==> config.mk <==
export PLATFORM = sky130hd
export DESIGN_NAME = key_auto_repeat_qualifier_core
export DESIGN_NICKNAME = d
export VERILOG_FILES = /design/src/design/kar_pkg.sv /design/src/design/kar_update.sv /design/src/design/key_auto_repeat_qualifier_core.sv
export SDC_FILE = /design/constraint.sdc
export NUM_CORES = 2
export LEC_CHECK = 0
export ABC_AREA = 0
export BUFFER_PORTS_ARGS = -buffer_cell sky130_fd_sc_hd__buf_2
export CELL_PAD_IN_SITES_DETAIL_PLACEMENT = 2
export CELL_PAD_IN_SITES_GLOBAL_PLACEMENT = 2
export CORE_ASPECT_RATIO = 1.25
export CORE_MARGIN = 10
export CORE_UTILIZATION = 25
export DETAILED_ROUTE_END_ITERATION = 7
export MAX_ROUTING_LAYER = met4
export PLACE_DENSITY_LB_ADDON = 0.25
export SKIP_LAST_GASP = 1
export SYNTH_ARGS = -nofsm -noshare
export SYNTH_HDL_FRONTEND = slang
export SYNTH_HIERARCHICAL = 1
export SYNTH_SLANG_ARGS = --single-unit
==> constraint.sdc <==
create_clock -name i_clk -period 19.9 [get_ports i_clk]
set_input_delay 0 -clock i_clk [delete_from_list [all_inputs] [get_ports i_clk]]
set_output_delay 0 -clock i_clk [all_outputs]
set_load 0.01 [all_outputs]
==> src/design/kar_pkg.sv <==
package kar_pkg;

    localparam int TIME_W    = 24;  // held-time accumulator and thresholds
    localparam int KEY_W     = 7;   // key index field
    localparam int ELAPSED_W = 16;  // scan interval field
    localparam int KEY_EXT_W = 9;   // key index widened to hold a key count up to 256

    localparam logic [TIME_W-1:0] TIME_MAX = {TIME_W{1'b1}};

    localparam logic [TIME_W-1:0] FIRST_DELAY_RST   = 24'd500000;
    localparam logic [TIME_W-1:0] REPEAT_PERIOD_RST = 24'd100000;

    // config register indexes
    localparam logic CFG_FIRST_DELAY   = 1'b0;
    localparam logic CFG_REPEAT_PERIOD = 1'b1;

    typedef enum logic [2:0] {
        PH_IDLE        = 3'd0,
        PH_FIRST       = 3'd1,
        PH_REPEAT      = 3'd2,
        PH_WAIT_DELAY  = 3'd4,
        PH_WAIT_PERIOD = 3'd5
    } t_phase;

    // one entry of the per-key state table
    typedef struct packed {
        t_phase              phase;
        logic [TIME_W-1:0]   held;
    } t_entry;

    localparam t_entry ENTRY_RST = '{phase: PH_IDLE, held: '0};

endpackage

==> src/design/kar_update.sv <==
module kar_update (
    input  kar_pkg::t_entry                 i_entry,
    input  logic                            i_key_down,
    input  logic [kar_pkg::ELAPSED_W-1:0]   i_elapsed,
    input  logic [kar_pkg::TIME_W-1:0]      i_first_delay,
    input  logic [kar_pkg::TIME_W-1:0]      i_repeat_period,
    output kar_pkg::t_entry                 o_entry,
    output logic                            o_fire
);
    import kar_pkg::*;

    logic [TIME_W:0]   w_sum;
    logic [TIME_W-1:0] w_held;

    // saturating accumulate
    assign w_sum  = {1'b0, i_entry.held} + {{(TIME_W + 1 - ELAPSED_W){1'b0}}, i_elapsed};
    assign w_held = w_sum[TIME_W] ? TIME_MAX : w_sum[TIME_W-1:0];

    always_comb begin
        o_entry = ENTRY_RST;
        if (i_key_down) begin
            o_entry.held = w_held;
            unique case (i_entry.phase)
                PH_FIRST, PH_WAIT_DELAY: begin
                    if (w_held >= i_first_delay) begin
                        o_entry.phase = PH_REPEAT;
                        o_entry.held  = '0;
                    end else begin
                        o_entry.phase = PH_WAIT_DELAY;
                    end
                end
                PH_REPEAT, PH_WAIT_PERIOD: begin
                    if (w_held >= i_repeat_period) begin
                        o_entry.phase = PH_REPEAT;
                        o_entry.held  = '0;
                    end else begin
                        o_entry.phase = PH_WAIT_PERIOD;
                    end
                end
                default: begin
                    // idle and unused codes: fresh press
                    o_entry.phase = PH_FIRST;
                end
            endcase
        end
    end

    assign o_fire = i_key_down &&
                    (o_entry.phase == PH_FIRST || o_entry.phase == PH_REPEAT);

endmodule

==> src/design/key_auto_repeat_qualifier_core.sv <==
// Key auto-repeat qualifier.
// Input stream (s_*): one beat per key scan sample, tdata = {elapsed, key_down,
// key_index}. Output stream (m_*): one beat per input beat, in order,
// tdata = {fire, key_echo}. fire is high on the first held scan of a key, once
// more when its held time reaches first_delay, then once every repeat_period.
// Config port: i_cfg_we with i_cfg_idx 0 = first_delay, 1 = repeat_period;
// write only while no beat is in flight.
// Per-key state (phase + 24-bit held time) lives in a KEY_COUNT-deep table with
// a registered read. Stage 0 issues the read on accept, stage 1 updates
// and writes back; a back-to-back beat on the same key picks up the write
// through a one-entry forward register.
// A beat is registered in stage 1, then in the output register. Throughput:
// 1 beat/cycle while m_tready is high, set by the single table read/modify/write.
// Reset: all keys read as idle with zero held time (per-entry valid flops are
// cleared at once, no sweep), registers return to their defaults, both
// pipeline stages empty.
// Stall: when m_tready is low a full output register holds, stage 1 holds its
// beat behind it, and s_tready drops only once both are occupied.
module key_auto_repeat_qualifier_core #(
    parameter int KEY_COUNT = 128
) (
    input  logic                        i_clk,
    input  logic                        i_rst_n,
    // config write port
    input  logic                        i_cfg_we,
    input  logic                        i_cfg_idx,
    input  logic [kar_pkg::TIME_W-1:0]  i_cfg_wdata,
    // scan samples
    input  logic                        s_tvalid,
    output logic                        s_tready,
    input  logic [23:0]                 s_tdata,   // [6:0] key_index, [7] key_down, [23:8] elapsed
    // qualified results
    output logic                        m_tvalid,
    input  logic                        m_tready,
    output logic [7:0]                  m_tdata    // [6:0] key_echo, [7] fire
);
    import kar_pkg::*;

    localparam int AW = (KEY_COUNT > 1) ? $clog2(KEY_COUNT) : 1;

    // config registers
    logic [TIME_W-1:0] r_first_delay;
    logic [TIME_W-1:0] r_repeat_period;

    always_ff @(posedge i_clk) begin
        if (!i_rst_n) begin
            r_first_delay   <= FIRST_DELAY_RST;
            r_repeat_period <= REPEAT_PERIOD_RST;
        end else if (i_cfg_we) begin
            unique case (i_cfg_idx)
                CFG_FIRST_DELAY:   r_first_delay   <= i_cfg_wdata;
                CFG_REPEAT_PERIOD: r_repeat_period <= i_cfg_wdata;
                default:           r_first_delay   <= r_first_delay;
            endcase
        end
    end

    // input unpack
    logic [KEY_W-1:0]     w_key;
    logic                 w_down;
    logic [ELAPSED_W-1:0] w_elapsed;
    logic [KEY_EXT_W-1:0] w_key_ext;
    logic                 w_in_range;
    logic [AW-1:0]        w_rd_addr;

    assign w_key      = s_tdata[6:0];
    assign w_down     = s_tdata[7];
    assign w_elapsed  = s_tdata[23:8];
    assign w_key_ext  = {{(KEY_EXT_W - KEY_W){1'b0}}, w_key};
    assign w_in_range = w_key_ext < KEY_EXT_W'(KEY_COUNT);
    assign w_rd_addr  = w_key_ext[AW-1:0];

    // pipeline control
    logic r_s1_vld;
    logic r_m_vld;
    logic w_s1_adv;
    logic w_accept;

    assign w_s1_adv = r_s1_vld && (!r_m_vld || m_tready);
    assign s_tready = !r_s1_vld || w_s1_adv;
    assign w_accept = s_tvalid && s_tready;

    // stage 1 payload
    logic [KEY_W-1:0]     r_s1_key;
    logic                 r_s1_down;
    logic [ELAPSED_W-1:0] r_s1_elapsed;
    logic                 r_s1_inr;
    logic [AW-1:0]        r_s1_addr;

    // state table, valid flops and forward path
    t_entry               mem [KEY_COUNT];
    logic [KEY_COUNT-1:0] r_valid;
    t_entry               r_rd_data;
    logic                 r_rd_vld;
    logic                 r_fwd_hit;
    t_entry               r_fwd_data;

    logic   w_wr_en;
    t_entry w_cur;
    t_entry w_next;
    logic   w_fire;

    assign w_wr_en = w_s1_adv && r_s1_inr;

    always_comb begin
        priority if (r_fwd_hit) begin
            w_cur = r_fwd_data;
        end else if (r_rd_vld) begin
            w_cur = r_rd_data;
        end else begin
            w_cur = ENTRY_RST;
        end
    end

    kar_update u_update (
        .i_entry         (w_cur),
        .i_key_down      (r_s1_down),
        .i_elapsed       (r_s1_elapsed),
        .i_first_delay   (r_first_delay),
        .i_repeat_period (r_repeat_period),
        .o_entry         (w_next),
        .o_fire          (w_fire)
    );

    // table write and registered read
    always_ff @(posedge i_clk) begin
        if (w_wr_en) begin
            mem[r_s1_addr] <= w_next;
        end
        if (w_accept) begin
            r_rd_data <= mem[w_rd_addr];
        end
    end

    always_ff @(posedge i_clk) begin
        if (!i_rst_n) begin
            r_valid <= '0;
        end else if (w_wr_en) begin
            r_valid[r_s1_addr] <= 1'b1;
        end
    end

    always_ff @(posedge i_clk) begin
        if (w_accept) begin
            r_rd_vld     <= r_valid[w_rd_addr];
            // same-key write in this cycle is missed by the read: forward it
            r_fwd_hit    <= w_wr_en && (r_s1_addr == w_rd_addr);
            r_fwd_data   <= w_next;
            r_s1_key     <= w_key;
            r_s1_down    <= w_down;
            r_s1_elapsed <= w_elapsed;
            r_s1_inr     <= w_in_range;
            r_s1_addr    <= w_rd_addr;
        end
    end

    // output register
    logic [KEY_W-1:0] r_m_key;
    logic             r_m_fire;
    logic             n_s1_vld;
    logic             n_m_vld;

    assign n_s1_vld = w_accept || (r_s1_vld && !w_s1_adv);
    assign n_m_vld  = w_s1_adv || (r_m_vld && !m_tready);

    always_ff @(posedge i_clk) begin
        if (!i_rst_n) begin
            r_s1_vld <= 1'b0;
            r_m_vld  <= 1'b0;
        end else begin
            r_s1_vld <= n_s1_vld;
            r_m_vld  <= n_m_vld;
        end
    end

    always_ff @(posedge i_clk) begin
        if (w_s1_adv) begin
            r_m_key  <= r_s1_key;
            r_m_fire <= r_s1_inr && w_fire;
        end
    end

    assign m_tvalid = r_m_vld;
    assign m_tdata  = {r_m_fire, r_m_key};

endmodule

**Yosys cells after proc, flatten, opt, wreduce, memory -nomap -nowiden**

Memories as Yosys holds them, arrays and structs flattened. A register that Yosys moved wholly into a read port is not among the register bits.
Index checks and enable logic that the tools add are counted.

- Flip-flop bits (word level): 240
- Memory bits (writable): 3456
- Input bits: 54
- Output and inout bits: 10
- Word-level logic and storage cells: 70
- Memories kept: 1

Memories:

| memory | depth | bits a word | rd ports | clocked after memory_dff | write ports | RTL line | source |
|---|---|---|---|---|---|---|---|
| mem | 128 | 27 | 1 | 1 | 1 | key_auto_repeat_qualifier_core.sv:91 | `t_entry mem [KEY_COUNT];` |

- Add/sub/neg operators: 1
- Magnitude comparators: 6
- Eq/ne operators: 7
- Muxes and demuxes: 16
- Bitwise logic cells: 2
- Reduce and logical (&&, ||, !) cells: 22

Operators by type and width:

| cell | number |
|---|---|
| $or A128 B128 Y128 | 1 |
| $mux W27 | 3 |
| $mux W24 | 3 |
| $ge A24 B24 Y1 | 2 |
| $pmux W24 S2 | 1 |
| $add A24 B16 Y25 | 1 |
| $lt A7 B8 Y1 const B | 3 |
| $logic_and A1 B1 Y1 | 9 |
| $bmux W1 S7 | 1 |
| $demux W1 S7 | 1 |
| $eq A7 B7 Y1 | 1 |
| $ge A7 B1 Y1 const B | 1 |
| $eq A3 B1 Y1 const B | 2 |
| $eq A3 B2 Y1 const B | 2 |
| $eq A3 B3 Y1 const B | 2 |
| $mux W3 | 2 |
| $pmux W3 S2 | 1 |
| $logic_or A1 B1 Y1 | 5 |
| $logic_not A1 Y1 | 4 |
| $mux W1 | 4 |
| $reduce_and A2 Y1 | 2 |
| $reduce_or A2 Y1 | 2 |
| $not A1 Y1 | 1 |

**Logic depth before layout (Yosys ltp)**

- Word-level depth: 12
- Depth in mapped cells: 24

**Modules after synthesis**

The synthesis kept the hierarchy.

By module, submodules not included:

| module | instances | cells an instance | area each (um2) | seq. area each (um2) |
|---|---|---|---|---|
| key_auto_repeat_qualifier_core | 1 | 5730 | 140810.0 | 109985.5 |
| kar_update | 1 | 364 | 2502.4 | 0.0 |

**Least setup slack after synthesis**

OpenSTA, ideal clock, no wires.

- Kind: reg2reg
- Start: reg r_rd_vld
- End: mem mem[0][13] (netlist name), data pin
- Arrival: 8053 ps
- Required time: 19004 ps
- Slack: 10951 ps
- Cell stages (with the launch flop): 24
- Clock period less this slack: 8949 ps
- Cells stage by stage: edfxtp_1 > nor2b_1 > clkbuf_1 > clkbuf_1 > a22o_1 > ha_1 > clkbuf_1 > a211oi_1 > o31a_1 > a31o_2 > or3_1 > buf_2 > nand4_1 > a21boi_1 > ha_1 > a21o_1 > a21o_1 > a21oi_1 > o21a_1 > o31a_1 > a21oi_1 > or3_1 > buf_2 > a21oi_1

RTL lines:

| what | RTL line | source |
|---|---|---|
| from (decl) | key_auto_repeat_qualifier_core.sv:94 | `logic r_rd_vld;` |
| from (signal assigned) | key_auto_repeat_qualifier_core.sv:145 | `r_rd_vld <= r_valid[w_rd_addr];` |
| to (decl) | key_auto_repeat_qualifier_core.sv:91 |  |

==> results.ini <==
[run_status]
status = completed

[floorplan]
num_rows = 310
io_pins = 64
die_h_microns = 867
die_area_sq_um = 604000
core-area_sq_um = 571000
die_x_microns = 697
start_util_pct = 25.1

[worst_hold_path]
min_to = m_tvalid
hold_start = m_tready
hold_path.class = primary input to flip-flop
hold_depth = 4

[critical_path]
cp_max_fo = 84
crit_buf_inv = 5
cp.arrival_ns = 9.21
critical_path.max_stage_delay_ns = 0.88
rrSetupSlack_ns = 11.28
crit_required_ns = 20.49
worst_path_max_delay_cell = nor2b_4
cp_cell_sequence = buf_4 > nor2b_2 > buf_4 > a22o_1 > ha_1 > fa_1 > a211oi_1 > nor2_1 > o211ai_1 > a31o_2 > or3_1 > buf_4 > o21ai_1 > ha_1 > a211oi_1 > and3_1 > o21ai_0 > a21oi_1 > o31a_1 > a21oi_1 > or3_2 > buf_4 > nor2b_4 > buf_4
rr_startpoint = r_fwd_hit
cp_common_cell = buf_4
crit_family = simple AND/OR/NAND/NOR gates
crit_type = flip-flop to flip-flop
start_kind = flip-flop
r2r_cells = 24
critPathCaptureType = flip-flop
r2r-end = mem[65][6]

[clock_tree]
cts-root-buf = clkbuf_16
postCtsSetupBuffers = 0
cts-htree-levels = 5
clk_latency_ns = 0.95
cts_buffers = 370
cts_sinks = 3722
clockBufferDepth = 4
cts.clk_slew.worst_paths_ns = 0.07
ctsHoldBuffers = 104
cts_tree = done
cts_resized = 0

[sta]
hold_violations = 0
rsz0062_at_grt = no
setup_violations = 0
finalWorstSetupSlack_ns = 11.28
finalHoldWorstSlack_ns = 0.0640
clock-skew-final_ns = 0.0478
worst_pin_slew_ns = 1.29
slew_violations = 0
fin_setup_tns_ns = 0
max_freq_mhz = 116
min_period_over_period_pct = 43.3
fin_crit_ns = 8.62
slew_headroom_pct = 13.9

[final_layout]
area_growth_pct = 17.5
multi_input_area_sq_um = 33000
stdcell_count = 14500
finish.utilization_pct = 29.5
drive_gt1_share_pct = 32.6
finish.net_count = 6675
fill_cells = 56700
regArea_sq_um = 110000

[yosys]
synth_edf_count = 3544
ys_top_cells_by_count = 3544 x edfxtp_1, 1176 x mux4_2, 205 x clkbuf_1
ys_warn_count = 6
synth.avg_cell_area_sq_um = 23.5
yosysMostFrequentCell = edfxtp_1
async_flop_share_pct = 0
synth_area_leaders = edfxtp_1 74%, mux4_2 18%, dfxtp_1 2.5%
synthesis.nets = 6213
synth_cells = 6094
ys_ff_latch = 3722
netlist-cell-type-count = 61
yosysTopAreaCellShare_pct = 74.3
ys.flop_type = edfxtp_1
yosysSeqAreaShare_pct = 76.7
yosysTopAreaCell = edfxtp_1
syn_area_sq_um = 143000

[global_route]
grt_overflow = 0
grt_pass1_vias = 75300
grt_max_degree = 119
grt_pass1_wl_microns = 685000
grt_usage_pct = 16.8
antenna_found_initial = 35

[routing]
first_pass_iters = 5
ant_nets = 0
finalWirelength_microns = 507000
drt_iter0_drc = 7691
vias_per_cell = 4.83
drc = 0
routedWlPerCell_microns = 34.9
vias = 70100

[placed_design]
dp.cells = 13700
hpwl_microns = 266000
pre_cts_slack_ns = 11.26
placement.io_buffers = 63
gp_congestion = 0.767

[power_and_ir_drop]
powerDensity_nw_per_um2 = 102
power.leakage_nw = 51.8
peakVddDrop_mv = 0.0834

[job]
max-cap-violations = 0

## cells in the final DEF (no fill, tap or decap), types with 9 or more instances in the layout
cell,instances
nand3_1,26
a21o_1,15
o21a_1,137
nand4_1,14
inv_1,50
clkbuf_1,56
mux2_2,29
ha_1,64
clkinvlp_4,12
dfxtp_1,178
clkinv_1,72
dlygate4sd3_1,104
nand2_1,142
edfxtp_1,3544
buf_2,56
a21oi_1,32
xnor2_1,10
bufinv_16,44
clkbuf_8,9
clkinv_2,81
buf_12,9
o21ai_0,14
nor2_1,29
nor2b_1,10
nor2_4,130
diode_2,19
mux4_2,1176
clkbuf_16,384
a21boi_0,35
buf_4,241
a22o_1,26
nor2b_4,12
## worst max-delay path by stage
stage	start	to	slack [ns]	depth (start not counted)
2_1_floorplan	r_rd_vld	mem[0][13]	10.95	23
4_1_cts	r_fwd_hit	mem[85][9]	11.20	24
3_3_place_gp	r_fwd_hit	mem[26][9]	11.28	24
3_5_place_dp	r_fwd_hit	mem[26][9]	11.26	24
5_1_grt	r_fwd_hit	mem[67][6]	10.73	24
6_report	r_fwd_hit	mem[65][6]	11.28	24
## state kept, by name, summed over array words and instances (netlist names)
| register | flops |
|---|---|
| r_s1_down | 1 |
| r_m_fire | 1 |
| m_tvalid | 1 |
| r_valid | 128 |
| r_s1_addr | 7 |
| mem | 3456 |
| r_fwd_data | 27 |
| r_fwd_hit | 1 |
| r_s1_elapsed | 16 |
| r_rd_vld | 1 |
| r_s1_vld | 1 |
| r_first_delay | 24 |
| r_repeat_period | 24 |
| r_rd_data | 27 |
| r_m_key | 7 |
## power by group
group / total, mW / internal (mW) / leakage [nW] / switching (mW)
Sequential: 8.81 / 8.80 / 34.0 / 0.0179
Combinational: 1.12 / 0.371 / 11.8 / 0.745
Clock: 7.26 / 4.13 / 6.02 / 3.13
## through the flow
stage               cell area, sq um  power (mW)
finish                        168000        17.2
global route                  168000        17.7
CTS                           168000        17.4
detailed placement            155000        10.1
global placement              155000        10.1
floorplan                     143000        9.65
## worst min-delay path, stage by stage
cell and delay [ns]:
dlygate4sd3_1 0.52, buf_2 0.17, nor2b_1 0.09, o21a_1 0.17
## metal layers
metal,up-vias,share of wire [%],GRT usage [%]
li1,27000,-,-
met1,40600,42,21.4
met2,1953,51,28.9
met3,549,4.3,1.84
met4,0,2.5,4.01
met5,-,0,-
## logic make-up after synthesis
kind of cell             Yosys count  share of synthesized area [%]
XOR/XNOR                          17                          0.104
flip-flops                      3722                           76.7
adder cells (fa/ha/maj)           65                          0.573
AO/OA/AOI/OAI                    302                           1.53
buffers and inverters            374                           1.07
AND/OR/NAND/NOR                  407                           1.25
multiplexers                    1207                           18.7
## final cells by class
class	count	area share, %
Sequential cell	3722	65.3
Multi-Input combinational cell	1998	19.6
Clock buffer	450	5.91
Tap cell	7644	5.68
Timing Repair Buffer	414	2.00
Clock inverter	226	1.36
Inverter	50	0.111
Antenna cell	19	0.0282
Power figures use the tool's default switching activity.
